==> src/rtl/wildcard_byte_pattern_search_assert.svh <==
// assertion macros for the wildcard byte pattern search block
// expects a clk and an active-high rst in the scope where a macro is used
`ifndef WILDCARD_BYTE_PATTERN_SEARCH_ASSERT_SVH
`define WILDCARD_BYTE_PATTERN_SEARCH_ASSERT_SVH

`ifndef SYNTHESIS
// property that must hold at every edge outside reset
`define WBPS_ASSERT(label, prop) \
  label: assert property (@(posedge clk) disable iff (rst) (prop)) \
    else $error("wbps assertion failed");
// condition in one cycle implies a consequence in the next
`define WBPS_ASSERT_NEXT(label, ante, cons) \
  label: assert property (@(posedge clk) disable iff (rst) (ante) |=> (cons)) \
    else $error("wbps next-cycle assertion failed");
`else
`define WBPS_ASSERT(label, prop)
`define WBPS_ASSERT_NEXT(label, ante, cons)
`endif

`endif

==> src/rtl/wbps_pkg.sv <==
// shared types and constants for the wildcard byte pattern search block
// no dependencies; used by the interfaces, the cell and the top level
`timescale 1ns / 1ps
`default_nettype none

package wbps_pkg;

  localparam int WIN_DEPTH           = 16;
  localparam int MAX_PATTERN_DEFAULT = 16;
  localparam int BYTE_W              = 8;
  localparam int COUNT_W             = 32;
  localparam int LEN_W               = 5;
  localparam int REG_W               = 64;
  localparam int MASK_W              = 16;
  localparam int CFG_INDEX_W         = 2;

  typedef enum logic [CFG_INDEX_W-1:0] {
    REG_PATTERN_LOW,
    REG_PATTERN_HIGH,
    REG_WILDCARD_MASK,
    REG_PATTERN_LENGTH
  } cfg_reg_t;

  // shift/clear command broadcast to the cell row
  typedef struct packed {
    logic shift;
    logic clear;
  } cell_ctrl_t;

  // signature byte aligned to one window position
  typedef struct packed {
    logic [BYTE_W-1:0] sig;
    logic              care;
  } cell_cmp_t;

endpackage

`default_nettype wire

==> src/rtl/wbps_stream_if.sv <==
// valid/ready channel interfaces for the byte input and the result output
// depends on wbps_pkg for field widths
`timescale 1ns / 1ps
`default_nettype none

interface wbps_in_if;
  import wbps_pkg::*;
  logic              valid;
  logic              ready;
  logic [BYTE_W-1:0] data_byte;
  logic              last_byte;

  modport source (output valid, output data_byte, output last_byte, input ready);
  modport sink (input valid, input data_byte, input last_byte, output ready);
endinterface

interface wbps_out_if;
  import wbps_pkg::*;
  logic               valid;
  logic               ready;
  logic               found;
  logic [COUNT_W-1:0] match_offset;

  modport source (output valid, output found, output match_offset, input ready);
  modport sink (input valid, input found, input match_offset, output ready);
endinterface

`default_nettype wire

==> src/rtl/wildcard_byte_pattern_search.sv <==
// wildcard byte pattern search: a row of window cells compares every position in parallel
// a result is registered the cycle after its byte; its path is the cell compare row and
// the offset subtract; one byte per cycle while the output register is empty or taken
// reset: synchronous; clears buffer state and output valid, restores register defaults
// depends on wbps_pkg, wbps_stream_if, wbps_cell and the assert macro header
`timescale 1ns / 1ps
`default_nettype none
`include "wildcard_byte_pattern_search_assert.svh"

module wildcard_byte_pattern_search #(
  parameter int MAX_PATTERN = wbps_pkg::MAX_PATTERN_DEFAULT
) (
  input  logic                             clk,
  input  logic                             rst,
  wbps_in_if.sink                          byte_stream,
  wbps_out_if.source                       result,
  input  logic                             cfg_we,
  input  logic [wbps_pkg::CFG_INDEX_W-1:0] cfg_index,
  input  logic [wbps_pkg::REG_W-1:0]       cfg_data
);
  import wbps_pkg::*;

  localparam int NUM_CELLS = (MAX_PATTERN < WIN_DEPTH) ? MAX_PATTERN : WIN_DEPTH;
  localparam int IDX_W     = (NUM_CELLS > 1) ? $clog2(NUM_CELLS) : 1;
  localparam logic [LEN_W-1:0] CAP = LEN_W'(NUM_CELLS);

  // configuration registers
  logic [REG_W-1:0]  pattern_bytes_low;
  logic [REG_W-1:0]  pattern_bytes_high;
  logic [MASK_W-1:0] wildcard_mask;
  logic [LEN_W-1:0]  pattern_length;

  // buffer state and output register
  logic [COUNT_W-1:0] bytes_seen;
  logic               reported;
  logic               out_valid;
  logic               found_q;
  logic [COUNT_W-1:0] offset_q;

  logic [LEN_W-1:0]   eff_len;
  logic [LEN_W-1:0]   len_m1;
  logic [WIN_DEPTH-1:0][BYTE_W-1:0] sig_bytes;
  logic [LEN_W-1:0]   sig_idx [NUM_CELLS];
  cell_cmp_t          cmp [NUM_CELLS];
  cell_ctrl_t         ctrl;
  logic [BYTE_W-1:0]  chain_data [NUM_CELLS];
  logic               chain_valid [NUM_CELLS];
  logic [NUM_CELLS-1:0] hits;

  logic               in_fire;
  logic               filled;
  logic               match;
  logic               report_match;
  logic               emit;
  logic [COUNT_W-1:0] bytes_seen_next;
  logic [COUNT_W-1:0] offset;

  always_ff @(posedge clk) begin
    if (rst) begin
      pattern_bytes_low  <= '0;
      pattern_bytes_high <= '0;
      wildcard_mask      <= '0;
      pattern_length     <= LEN_W'(1);
    end else if (cfg_we) begin
      unique case (cfg_reg_t'(cfg_index))
        REG_PATTERN_LOW:    pattern_bytes_low  <= cfg_data;
        REG_PATTERN_HIGH:   pattern_bytes_high <= cfg_data;
        REG_WILDCARD_MASK:  wildcard_mask      <= cfg_data[MASK_W-1:0];
        REG_PATTERN_LENGTH: pattern_length     <= cfg_data[LEN_W-1:0];
        default: ;
      endcase
    end
  end

  always_comb begin
    if (pattern_length == '0) begin
      eff_len = LEN_W'(1);
    end else if (pattern_length > CAP) begin
      eff_len = CAP;
    end else begin
      eff_len = pattern_length;
    end
  end

  assign len_m1    = eff_len - LEN_W'(1);
  assign sig_bytes = {pattern_bytes_high, pattern_bytes_low};

  // window position p holds signature byte len-1-p
  always_comb begin
    for (int p = 0; p < NUM_CELLS; p++) begin
      sig_idx[p]  = len_m1 - LEN_W'(p);
      cmp[p].sig  = sig_bytes[sig_idx[p][3:0]];
      cmp[p].care = (LEN_W'(p) < eff_len) && !wildcard_mask[sig_idx[p][3:0]];
    end
  end

  assign in_fire    = byte_stream.valid && byte_stream.ready;
  assign ctrl.shift = in_fire;
  assign ctrl.clear = byte_stream.last_byte;

  assign chain_data[0]  = byte_stream.data_byte;
  assign chain_valid[0] = 1'b1;

  for (genvar p = 0; p < NUM_CELLS; p++) begin : g_cell
    if (p < NUM_CELLS - 1) begin : g_link
      wbps_cell u_cell (
        .clk      (clk),
        .rst      (rst),
        .ctrl     (ctrl),
        .cmp      (cmp[p]),
        .data_in  (chain_data[p]),
        .valid_in (chain_valid[p]),
        .data_q   (chain_data[p+1]),
        .valid_q  (chain_valid[p+1]),
        .hit      (hits[p])
      );
    end else begin : g_end
      wbps_cell u_cell (
        .clk      (clk),
        .rst      (rst),
        .ctrl     (ctrl),
        .cmp      (cmp[p]),
        .data_in  (chain_data[p]),
        .valid_in (chain_valid[p]),
        .data_q   (),
        .valid_q  (),
        .hit      (hits[p])
      );
    end
  end

  // window is complete once position len-1 will hold a byte of this buffer
  assign filled       = chain_valid[len_m1[IDX_W-1:0]];
  assign match        = filled && (&hits);
  assign report_match = !reported && match;
  assign emit         = report_match || (byte_stream.last_byte && !reported);

  assign bytes_seen_next = (bytes_seen == '1) ? bytes_seen : bytes_seen + COUNT_W'(1);
  assign offset          = bytes_seen - COUNT_W'(len_m1);

  always_ff @(posedge clk) begin
    if (rst) begin
      bytes_seen <= '0;
      reported   <= 1'b0;
      out_valid  <= 1'b0;
    end else begin
      if (in_fire) begin
        if (byte_stream.last_byte) begin
          bytes_seen <= '0;
          reported   <= 1'b0;
        end else begin
          bytes_seen <= bytes_seen_next;
          reported   <= reported || match;
        end
        out_valid <= emit;
      end else if (result.ready) begin
        out_valid <= 1'b0;
      end
    end
  end

  always_ff @(posedge clk) begin
    if (in_fire && emit) begin
      found_q  <= report_match;
      offset_q <= report_match ? offset : '0;
    end
  end

  assign byte_stream.ready   = !out_valid || result.ready;
  assign result.valid        = out_valid;
  assign result.found        = found_q;
  assign result.match_offset = offset_q;

  `WBPS_ASSERT(a_not_found_zero_offset, !(result.valid && !result.found) || (result.match_offset == '0))
  `WBPS_ASSERT(a_reported_needs_bytes, !reported || (bytes_seen != '0))
  `WBPS_ASSERT(a_ready_when_empty, out_valid || byte_stream.ready)
  `WBPS_ASSERT_NEXT(a_last_clears, in_fire && byte_stream.last_byte, (bytes_seen == '0) && !reported)

endmodule

`default_nettype wire

==> src/rtl/wbps_cell.sv <==
// one window position: holds a byte and its fill flag, passes both on each beat
// and compares the byte it is about to hold with its aligned signature byte; uses wbps_pkg
`timescale 1ns / 1ps
`default_nettype none

module wbps_cell (
  input  logic                      clk,
  input  logic                      rst,
  input  wbps_pkg::cell_ctrl_t      ctrl,
  input  wbps_pkg::cell_cmp_t       cmp,
  input  logic [wbps_pkg::BYTE_W-1:0] data_in,
  input  logic                      valid_in,
  output logic [wbps_pkg::BYTE_W-1:0] data_q,
  output logic                      valid_q,
  output logic                      hit
);
  import wbps_pkg::*;

  always_ff @(posedge clk) begin
    if (rst) begin
      valid_q <= 1'b0;
    end else if (ctrl.shift) begin
      valid_q <= ctrl.clear ? 1'b0 : valid_in;
    end
  end

  always_ff @(posedge clk) begin
    if (ctrl.shift) begin
      data_q <= data_in;
    end
  end

  // compare against the incoming byte so the hit matches the window after this beat
  assign hit = !cmp.care || (data_in == cmp.sig);

endmodule

`default_nettype wire

==> src/flat_wrapper.sv <==
// flat-port wrapper written by rule: the top's interface ports become plain ports
module wildcard_byte_pattern_search_flat import wbps_pkg::*;
#(
  parameter int MAX_PATTERN = wbps_pkg::MAX_PATTERN_DEFAULT
)
  (clk, rst, cfg_we, cfg_index, cfg_data, byte_stream_valid, byte_stream_data_byte, byte_stream_last_byte, byte_stream_ready, result_valid, result_found, result_match_offset, result_ready);
  wbps_in_if byte_stream_i ();
  wbps_out_if result_i ();
  input  logic clk;
  input  logic rst;
  input  logic cfg_we;
  input  logic [wbps_pkg::CFG_INDEX_W-1:0] cfg_index;
  input  logic [wbps_pkg::REG_W-1:0] cfg_data;
  input wire logic [$bits(byte_stream_i.valid)-1:0] byte_stream_valid;
  input wire logic [$bits(byte_stream_i.data_byte)-1:0] byte_stream_data_byte;
  input wire logic [$bits(byte_stream_i.last_byte)-1:0] byte_stream_last_byte;
  output wire logic [$bits(byte_stream_i.ready)-1:0] byte_stream_ready;
  output wire logic [$bits(result_i.valid)-1:0] result_valid;
  output wire logic [$bits(result_i.found)-1:0] result_found;
  output wire logic [$bits(result_i.match_offset)-1:0] result_match_offset;
  input wire logic [$bits(result_i.ready)-1:0] result_ready;
  assign byte_stream_i.valid = byte_stream_valid;
  assign byte_stream_i.data_byte = byte_stream_data_byte;
  assign byte_stream_i.last_byte = byte_stream_last_byte;
  assign byte_stream_ready = byte_stream_i.ready;
  assign result_valid = result_i.valid;
  assign result_found = result_i.found;
  assign result_match_offset = result_i.match_offset;
  assign result_i.ready = result_ready;
  wildcard_byte_pattern_search #(.MAX_PATTERN(MAX_PATTERN)) u_core (.clk(clk), .rst(rst), .byte_stream(byte_stream_i), .result(result_i), .cfg_we(cfg_we), .cfg_index(cfg_index), .cfg_data(cfg_data));
endmodule
==> config.mk <==
export PLATFORM = sky130hd
export DESIGN_NAME = wildcard_byte_pattern_search_flat
export DESIGN_NICKNAME = d
export VERILOG_FILES = /design/src/rtl/wbps_pkg.sv /design/src/rtl/wbps_stream_if.sv /design/src/rtl/wildcard_byte_pattern_search.sv /design/src/rtl/wbps_cell.sv /design/src/flat_wrapper.sv
export VERILOG_INCLUDE_DIRS = /design/src /design/src/rtl
export SDC_FILE = /design/constraint.sdc
export NUM_CORES = 1
export LEC_CHECK = 0
export ABC_AREA = 1
export BUFFER_PORTS_ARGS = -buffer_cell sky130_fd_sc_hd__buf_4
export CAP_MARGIN = 5
export CORE_MARGIN = 2
export CORE_UTILIZATION = 35
export CTS_CLUSTER_DIAMETER = 40
export DETAILED_ROUTE_END_ITERATION = 10
export MAX_ROUTING_LAYER = met4
export SYNTH_ARGS = -nofsm -noshare
export SYNTH_HDL_FRONTEND = slang
export SYNTH_HIERARCHICAL = 1
export SYNTH_SLANG_ARGS = --single-unit
==> constraint.sdc <==
create_clock -name clk -period 17 [get_ports clk]
set_input_delay 1.7 -clock clk [delete_from_list [all_inputs] [get_ports clk]]
set_output_delay 1.7 -clock clk [all_outputs]
set_load 0.01 [all_outputs]
==> metrics.txt, run 1 <==
# TYPE chip_impl_metric gauge
chip_impl_metric{name="routed_via_density",unit=""} 5.04
chip_impl_metric{name="route.detailed.drc",unit=""} 0
chip_impl_metric{name="die_width",unit="um"} 255
chip_impl_metric{name="fin_cells",unit=""} 4276
chip_impl_info{name="crit_family",value="simple AND/OR/NAND/NOR gates"} 1
chip_impl_metric{name="drt_pre_antenna_iters",unit=""} 6
chip_impl_metric{name="yosys_synthesis_warning_count",unit=""} 6
chip_impl_info{name="clock-root-buffer",value="clkbuf_16"} 1
chip_impl_metric{name="via_count",unit=""} 21500
chip_impl_metric{name="worst_ir_drop_vdd",unit="mV"} 0.0611
chip_impl_info{name="timing.rr.start",value="u_core/pattern_length[4]"} 1
chip_impl_info{name="critical_path.most_common_cell",value="nand2_1"} 1
chip_impl_metric{name="num-nets-final",unit=""} 3471
chip_impl_info{name="slowest_stage",value="ha_1"} 1
chip_impl_metric{name="worstPathMaxFanout",unit=""} 94
chip_impl_metric{name="fin_crit_sh",unit=""} 0.386
chip_impl_metric{name="first_global_vias",unit=""} 19100
chip_impl_metric{name="timing_hold_violations_final",unit=""} 0
chip_impl_metric{name="cts_repair_resize_count",unit=""} 0
chip_impl_metric{name="dieHeight",unit="um"} 255
chip_impl_metric{name="layout.core_utilization",unit=""} 0.408
chip_impl_metric{name="num_rows",unit=""} 92
chip_impl_metric{name="fin_crit",unit="ns"} 6.56
chip_impl_info{name="startpoint_type",value="register"} 1
chip_impl_metric{name="worst_slew_pin_slew",unit="ns"} 1.13
chip_impl_metric{name="gpl.final_weighted_congestion",unit=""} 1.01
chip_impl_metric{name="number_of_buffers_added_for_setup_after_cts",unit=""} 0
chip_impl_metric{name="wire_length_of_the_first_global_routing_pass",unit="um"} 119000
chip_impl_metric{name="max_stage_delay",unit="ns"} 0.64
chip_impl_metric{name="antenna_violations_before_repair",unit=""} 0
chip_impl_metric{name="route.antenna.remaining_nets",unit=""} 0
chip_impl_metric{name="setup_viol",unit=""} 0
chip_impl_metric{name="top_level_ports",unit=""} 115
chip_impl_metric{name="grt_max_degree",unit=""} 121
chip_impl_info{name="run_status",value="complete, no violations"} 1
chip_impl_metric{name="cts-hold-fix-buffers",unit=""} 0
chip_impl_metric{name="syn2layout_area_growth",unit="%"} 15.8
chip_impl_info{name="tritoncts_clock_tree",value="built"} 1
chip_impl_info{name="worst_hold_path_type",value="register to register"} 1
chip_impl_metric{name="finalWirelength",unit="um"} 80000
chip_impl_metric{name="worst-endpoint-required",unit="ns"} 17.24
chip_impl_info{name="rsz_0062_raised_after_global_routing",value="no"} 1
chip_impl_metric{name="filler_cell_count",unit=""} 6699
chip_impl_metric{name="peak_clock_frequency_supported_by_timing",unit="MHz"} 152
chip_impl_metric{name="n_antenna_cell",unit=""} 0
chip_impl_metric{name="grt_use_total",unit=""} 0.247
chip_impl_metric{name="die_footprint",unit="sq um"} 65300
chip_impl_metric{name="post_route_cells_drive_above_1_share",unit=""} 0.0878
chip_impl_metric{name="synthesis.area",unit="sq um"} 22100
chip_impl_metric{name="slew_violations",unit=""} 0
chip_impl_metric{name="cp_data_arrival_time",unit="ns"} 6.80
chip_impl_metric{name="hold_slack",unit="ns"} 0.466
chip_impl_metric{name="power.density",unit="nW/um^2"} 118
chip_impl_metric{name="clk-insertion-delay-late",unit="ns"} 0.61
chip_impl_info{name="timing.setup.critical_path_class",value="register to register"} 1
chip_impl_metric{name="timing.clock.skew",unit="ns"} 0.0237
chip_impl_metric{name="mean_cell_area_of_the_mapped_netlist",unit="sq um"} 6.62
chip_impl_metric{name="setup_total_negative_slack",unit="ns"} 0
chip_impl_info{name="setup.worst_path.end_class",value="register"} 1
chip_impl_metric{name="number_of_buffers_added_on_ports",unit=""} 114
chip_impl_metric{name="cts_made_buffers",unit=""} 67
chip_impl_info{name="crit_start",value="u_core/pattern_length[4]"} 1
chip_impl_metric{name="cts.clk_slew.worst_paths",unit="ns"} 0.05
chip_impl_metric{name="htreeDepth",unit=""} 3
chip_impl_metric{name="tritoncts_num_sinks",unit=""} 351
chip_impl_metric{name="final_area",unit="sq um"} 25600
chip_impl_metric{name="worst_slew_margin_rel",unit=""} 0.242
chip_impl_metric{name="placedInstanceArea",unit="sq um"} 23500
chip_impl_metric{name="clock_tree.buffer_depth",unit=""} 3
chip_impl_metric{name="initial_core_utilization",unit=""} 0.352
chip_impl_metric{name="initial_drt_markers",unit=""} 2294
chip_impl_metric{name="dp.final_hpwl",unit="um"} 62000
chip_impl_info{name="hp-start",value="u_core/g_cell[6].g_link.u_cell/data_q[1]"} 1
chip_impl_metric{name="globalRoute.totalOverflow",unit=""} 0
chip_impl_metric{name="p_leak",unit="nW"} 10.9
chip_impl_metric{name="critPathBufInv",unit=""} 7
chip_impl_metric{name="synthesis.instances",unit=""} 3344
chip_impl_metric{name="fp.coreArea",unit="sq um"} 62900
chip_impl_metric{name="place.detailed.instances",unit=""} 4156
chip_impl_metric{name="routed_wire_length_per_instance",unit="um"} 18.7
chip_impl_metric{name="max_cap_violations",unit=""} 0
[through the flow]
stage / total power [mW] / worst slack [ns]
detailed placement: 1.76 / 10.53
finish: 3.01 / 10.44
CTS: 3.02 / 10.51
floorplan: 1.51 / 2.74
global placement: 1.75 / 10.64
global route: 3.17 / 9.78
[report_power, final]
group	switching [mW]	total [mW]	leakage (nW)	internal (mW)
clock	0.491	1.25	1.03	0.762
combinational	0.559	0.791	6.74	0.232
sequential	0.0343	0.970	3.12	0.936
total	1.08	3.02	10.9	1.93
[sequential cells by signal, indices dropped and copies added, names as in the netlist]
| name | flops |
|---|---|
| u_core/g_cell.g_link.u_cell/valid_q | 15 |
| u_core/pattern_bytes_low | 64 |
| u_core/result.match_offset | 32 |
| u_core/pattern_length | 5 |
| u_core/result.valid | 1 |
| u_core/pattern_bytes_high | 64 |
| u_core/g_cell.g_link.u_cell/data_q | 120 |
| u_core/reported | 1 |
| u_core/bytes_seen | 32 |
| u_core/wildcard_mask | 16 |
| u_core/result.found | 1 |
[metal layers]
metal / track usage / routed length [um]
met5: - / 0
met2: 0.364 / 35000
met3: 0.0455 / 6270
met1: 0.330 / 35300
met4: 0.111 / 3420
[worst register-to-register path: cells and delay by family, from the launching register on]
kind                     cells  cell delay [ns]
flip-flops                   1             0.55
buffers and inverters        7             1.58
AO/OA/AOI/OAI                2             0.60
adder cells (fa/ha/maj)      2             1.28
AND/OR/NAND/NOR             16             2.19
[worst paths after layout]
kind / depth (start not counted) / to / slack [ns]
worst max-delay path: 27 / u_core/result.match_offset[7] / 10.44
worst max register to register: 27 / u_core/result.match_offset[7] / 10.44
worst min register to register: 0 / u_core/g_cell[7].g_link.u_cell/data_q[1] / 0.47
worst min-delay path: 0 / u_core/g_cell[7].g_link.u_cell/data_q[1] / 0.47
[area by class of cell]
cell class / instances / area, sq um / share of cell area
clock buffers: 74 / 1720 / 0.0672
clock inverters: 46 / 414 / 0.0162
inverters: 334 / 1260 / 0.0492
multi-input cells: 2489 / 11600 / 0.452
flip-flops and latches: 351 / 8560 / 0.334
well taps: 846 / 1060 / 0.0413
repair buffers: 136 / 1020 / 0.0398
[cells in the final DEF (no fill, tap or decap), types with 4 or more instances in the layout]
cell type / count
nand2_1: 1053
o21ai_0: 561
nor2_1: 325
inv_1: 316
dfxtp_1: 198
edfxtp_1: 153
buf_4: 136
a21oi_1: 131
o21ai_1: 99
xnor2_1: 82
clkbuf_16: 67
nand3_1: 57
nor3_1: 38
nand4_1: 25
mux2i_1: 19
a211oi_1: 17
clkinv_2: 12
inv_2: 12
inv_6: 11
xor2_1: 10
ha_1: 10
clkinv_4: 9
clkinv_1: 7
clkinvlp_4: 7
or2_2: 7
nor2_2: 6
clkbuf_1: 5
nand3_2: 4
nand2_4: 4
nor4_1: 4
Note: power is estimated with default switching activity, not from simulation.
==> inputs of run 2 (changes only) <==
Settings changed: ABC_AREA 1 to 0.
Clock period 17 ns to 5.3 ns, I/O delays scaled along.
==> metrics.txt, run 2 <==
# TYPE chip_impl_metric gauge
chip_impl_info{name="mostFrequentLayoutCell",value="nand2_1"} 1
chip_impl_metric{name="worst-r2r-cell-count",unit=""} 18
chip_impl_metric{name="flip_flop_count_of_the_largest_register_after_layout",unit=""} 120
chip_impl_metric{name="p_leak",unit="nW"} 10.2
chip_impl_metric{name="num-nets-final",unit=""} 2603
chip_impl_metric{name="r2r_setup_slk",unit="ns"} 0.1
chip_impl_metric{name="syn2layout_area_growth",unit="%"} 20.9
chip_impl_metric{name="n_antenna_cell",unit=""} 0
chip_impl_info{name="tritoncts_clock_tree",value="built"} 1
chip_impl_metric{name="peak_clock_frequency_supported_by_timing",unit="MHz"} 192
chip_impl_info{name="run_status",value="complete, no violations"} 1
chip_impl_metric{name="fin_total_pwr",unit="mW"} 9.09
chip_impl_metric{name="grt_max_degree",unit=""} 137
chip_impl_metric{name="power.internal",unit="mW"} 6.62
chip_impl_metric{name="worst_hold_path.num_cells",unit=""} 1
chip_impl_info{name="worst_hold_path_type",value="primary input to register"} 1
chip_impl_metric{name="setup_viol",unit=""} 0
chip_impl_metric{name="routed_wire_length_per_instance",unit="um"} 21.7
chip_impl_metric{name="wire_length_of_the_first_global_routing_pass",unit="um"} 108000
chip_impl_metric{name="gpl.final_weighted_congestion",unit=""} 0.988
chip_impl_metric{name="die_footprint",unit="sq um"} 64000
chip_impl_metric{name="initial_drt_markers",unit=""} 2037
chip_impl_metric{name="synthesis.area",unit="sq um"} 21700
chip_impl_metric{name="mean_cell_area_of_the_mapped_netlist",unit="sq um"} 8.94
chip_impl_metric{name="fp.coreArea",unit="sq um"} 61500
chip_impl_metric{name="cts-hold-fix-buffers",unit=""} 0
chip_impl_metric{name="share_of_power_burned_in_registers",unit=""} 0.338
chip_impl_metric{name="dieHeight",unit="um"} 253
chip_impl_metric{name="route.detailed.drc",unit=""} 0
chip_impl_metric{name="first_global_vias",unit=""} 17600
chip_impl_metric{name="via_count",unit=""} 18900
chip_impl_metric{name="cp_data_arrival_time",unit="ns"} 5.68
chip_impl_metric{name="globalRoute.totalOverflow",unit=""} 0
chip_impl_info{name="largest_register",value="u_core/g_cell.g_link.u_cell/data_q"} 1
chip_impl_metric{name="slew_violations",unit=""} 0
chip_impl_info{name="biggestRegsByFlops",value="u_core/g_cell.g_link.u_cell/data_q x120, u_core/pattern_bytes_high x64, u_core/pattern_bytes_low x64"} 1
chip_impl_info{name="timing.setup.critical_path_class",value="register to register"} 1
chip_impl_metric{name="post_route_cells_drive_above_1_share",unit=""} 0.141
chip_impl_metric{name="synthesis.instances",unit=""} 2428
chip_impl_info{name="startpoint_type",value="register"} 1
chip_impl_metric{name="placement.setup.worst_slack",unit="ns"} -0.306
chip_impl_metric{name="filler_cell_count",unit=""} 5908
chip_impl_info{name="setup.worst_path.end_class",value="register"} 1
chip_impl_metric{name="postLayoutSetupSlackWorst",unit="ns"} 0.0957
chip_impl_metric{name="clock_tree.buffer_depth",unit=""} 3
chip_impl_metric{name="worstPathMaxFanout",unit=""} 23
chip_impl_metric{name="fin_crit_sh",unit=""} 0.982
chip_impl_info{name="reg2reg_to",value="u_core/result.match_offset[28]"} 1
chip_impl_metric{name="drt_pre_antenna_iters",unit=""} 6
chip_impl_metric{name="clk-insertion-delay-late",unit="ns"} 0.62
chip_impl_metric{name="share_clk_of_total_power",unit=""} 0.532
chip_impl_metric{name="dp.final_hpwl",unit="um"} 53100
chip_impl_metric{name="num_rows",unit=""} 91
chip_impl_metric{name="multiInputGateArea",unit="sq um"} 12500
chip_impl_metric{name="hold_slack",unit="ns"} 0.138
chip_impl_metric{name="final-seq-area",unit="sq um"} 8560
chip_impl_metric{name="yosys_synthesis_warning_count",unit=""} 6
chip_impl_metric{name="setup_total_negative_slack",unit="ns"} 0
chip_impl_info{name="rsz_0062_raised_after_global_routing",value="no"} 1
chip_impl_metric{name="timing_hold_violations_final",unit=""} 0
chip_impl_metric{name="fin_crit",unit="ns"} 5.20
chip_impl_metric{name="layout.core_utilization",unit=""} 0.427
chip_impl_info{name="clock-root-buffer",value="clkbuf_16"} 1
chip_impl_metric{name="tritoncts_num_sinks",unit=""} 351
chip_impl_metric{name="cts.clk_slew.worst_paths",unit="ns"} 0.05
chip_impl_metric{name="number_of_buffers_added_on_ports",unit=""} 114
chip_impl_metric{name="worst_slew_margin_rel",unit=""} 0.307
chip_impl_metric{name="routed_via_density",unit=""} 5.61
chip_impl_metric{name="initial_core_utilization",unit=""} 0.353
chip_impl_metric{name="cts_made_buffers",unit=""} 74
chip_impl_metric{name="worst_ir_drop_vdd",unit="mV"} 0.242
chip_impl_metric{name="worst_slew_pin_slew",unit="ns"} 1.04
chip_impl_metric{name="htreeDepth",unit=""} 3
chip_impl_metric{name="share_comb_of_total_power",unit=""} 0.131
chip_impl_metric{name="route.antenna.remaining_nets",unit=""} 0
chip_impl_metric{name="finalWirelength",unit="um"} 72800
chip_impl_metric{name="net-switching-power",unit="mW"} 2.48
chip_impl_metric{name="worst-endpoint-required",unit="ns"} 5.77
chip_impl_info{name="timing.rr.start",value="u_core/pattern_length[0]"} 1
chip_impl_metric{name="power_switching_share",unit=""} 0.272
chip_impl_info{name="worst_hold_path_endpoint",value="u_core/g_cell[0].g_link.u_cell/data_q[2]"} 1
chip_impl_info{name="layout_common_cells",value="580 x nand2_1, 433 x mux2i_1, 198 x dfxtp_1"} 1
chip_impl_metric{name="grt_use_total",unit=""} 0.227
chip_impl_info{name="hp-start",value="byte_stream_data_byte[2]"} 1
chip_impl_metric{name="antenna_violations_before_repair",unit=""} 0
chip_impl_metric{name="max_cap_violations",unit=""} 0
chip_impl_metric{name="die_width",unit="um"} 253
chip_impl_metric{name="top_level_ports",unit=""} 115
chip_impl_metric{name="power.density",unit="nW/um^2"} 346
chip_impl_metric{name="timing.clock.skew",unit="ns"} 0.0426
==> run 2: power groups by stage <==
stage	Clock, mW	Combinational, mW	Sequential (mW)
2_1_floorplan	0	0.778	3.08
3_3_place_gp	0	1.14	3.11
3_5_place_dp	0	1.16	3.12
4_1_cts	4.90	1.16	3.07
5_1_grt	5.05	1.26	3.08
6_report	4.83	1.19	3.07
==> run 2: worst max-delay path, cell delays in order, from the launching register on <==
cell      delay, ns
dfxtp_1        0.40
o21a_1         0.26
or3_1          0.39
buf_4          0.27
ha_1           0.46
buf_12         0.22
mux2i_1        0.51
mux2i_1        0.19
xnor2_1        0.23
nand4_1        0.11
o21ai_1        0.19
nand4_1        0.13
nor4_2         0.39
buf_4          0.17
o31ai_1        0.07
a311oi_2       0.42
nand2b_1       0.22
buf_4          0.26
nor2_1         0.16
==> run 2: area by class of cell <==
type,count,share of cell area
clock buffer,87,0.0784
sequential,351,0.326
clock inverter,49,0.0227
multi-input combinational,1891,0.476
tap,790,0.0377
timing repair buffer,177,0.0561
inverter,16,0.00291
==> run 2: worst max path at each step <==
stage                        startpoint                             end  slack [ns]  cells past startpoint
2_1_floorplan  u_core/pattern_length[3]             u_core/result.found       0.005                     26
3_3_place_gp   u_core/pattern_length[0]  u_core/result.match_offset[23]       -0.22                     20
3_5_place_dp   u_core/pattern_length[0]  u_core/result.match_offset[28]       -0.31                     20
4_1_cts        u_core/pattern_length[0]  u_core/result.match_offset[28]        0.08                     20
5_1_grt        u_core/pattern_length[0]  u_core/result.match_offset[24]       0.006                     18
6_report       u_core/pattern_length[0]  u_core/result.match_offset[28]         0.1                     18
==> run 2: metrics by stage <==
step                cell area (sq um)  cells
floorplan                       21800   2429
global placement                23500   3222
detailed placement              23500   3222
CTS                             26200   3358
global route                    26300   3361
finish                          26300   3361
==> run 2: routing by layer <==
layer | wire (um) | part of all wire | global-route usage | up-vias
met5 | 0 | 0 | - | -
met4 | 1640 | 0.023 | 0.0664 | 0
li1 | - | - | - | 8728
met1 | 32500 | 0.45 | 0.310 | 9250
met3 | 5140 | 0.071 | 0.0291 | 92
met2 | 33600 | 0.46 | 0.352 | 794
==> run 2: repair_timing <==
action                                  in CTS  in global routing
setup buffers                                0                  1
pin swaps                                    0                  2
resized for setup                            4                  8
endpoints found under the setup margin      66                 66
cloned                                       0                  2
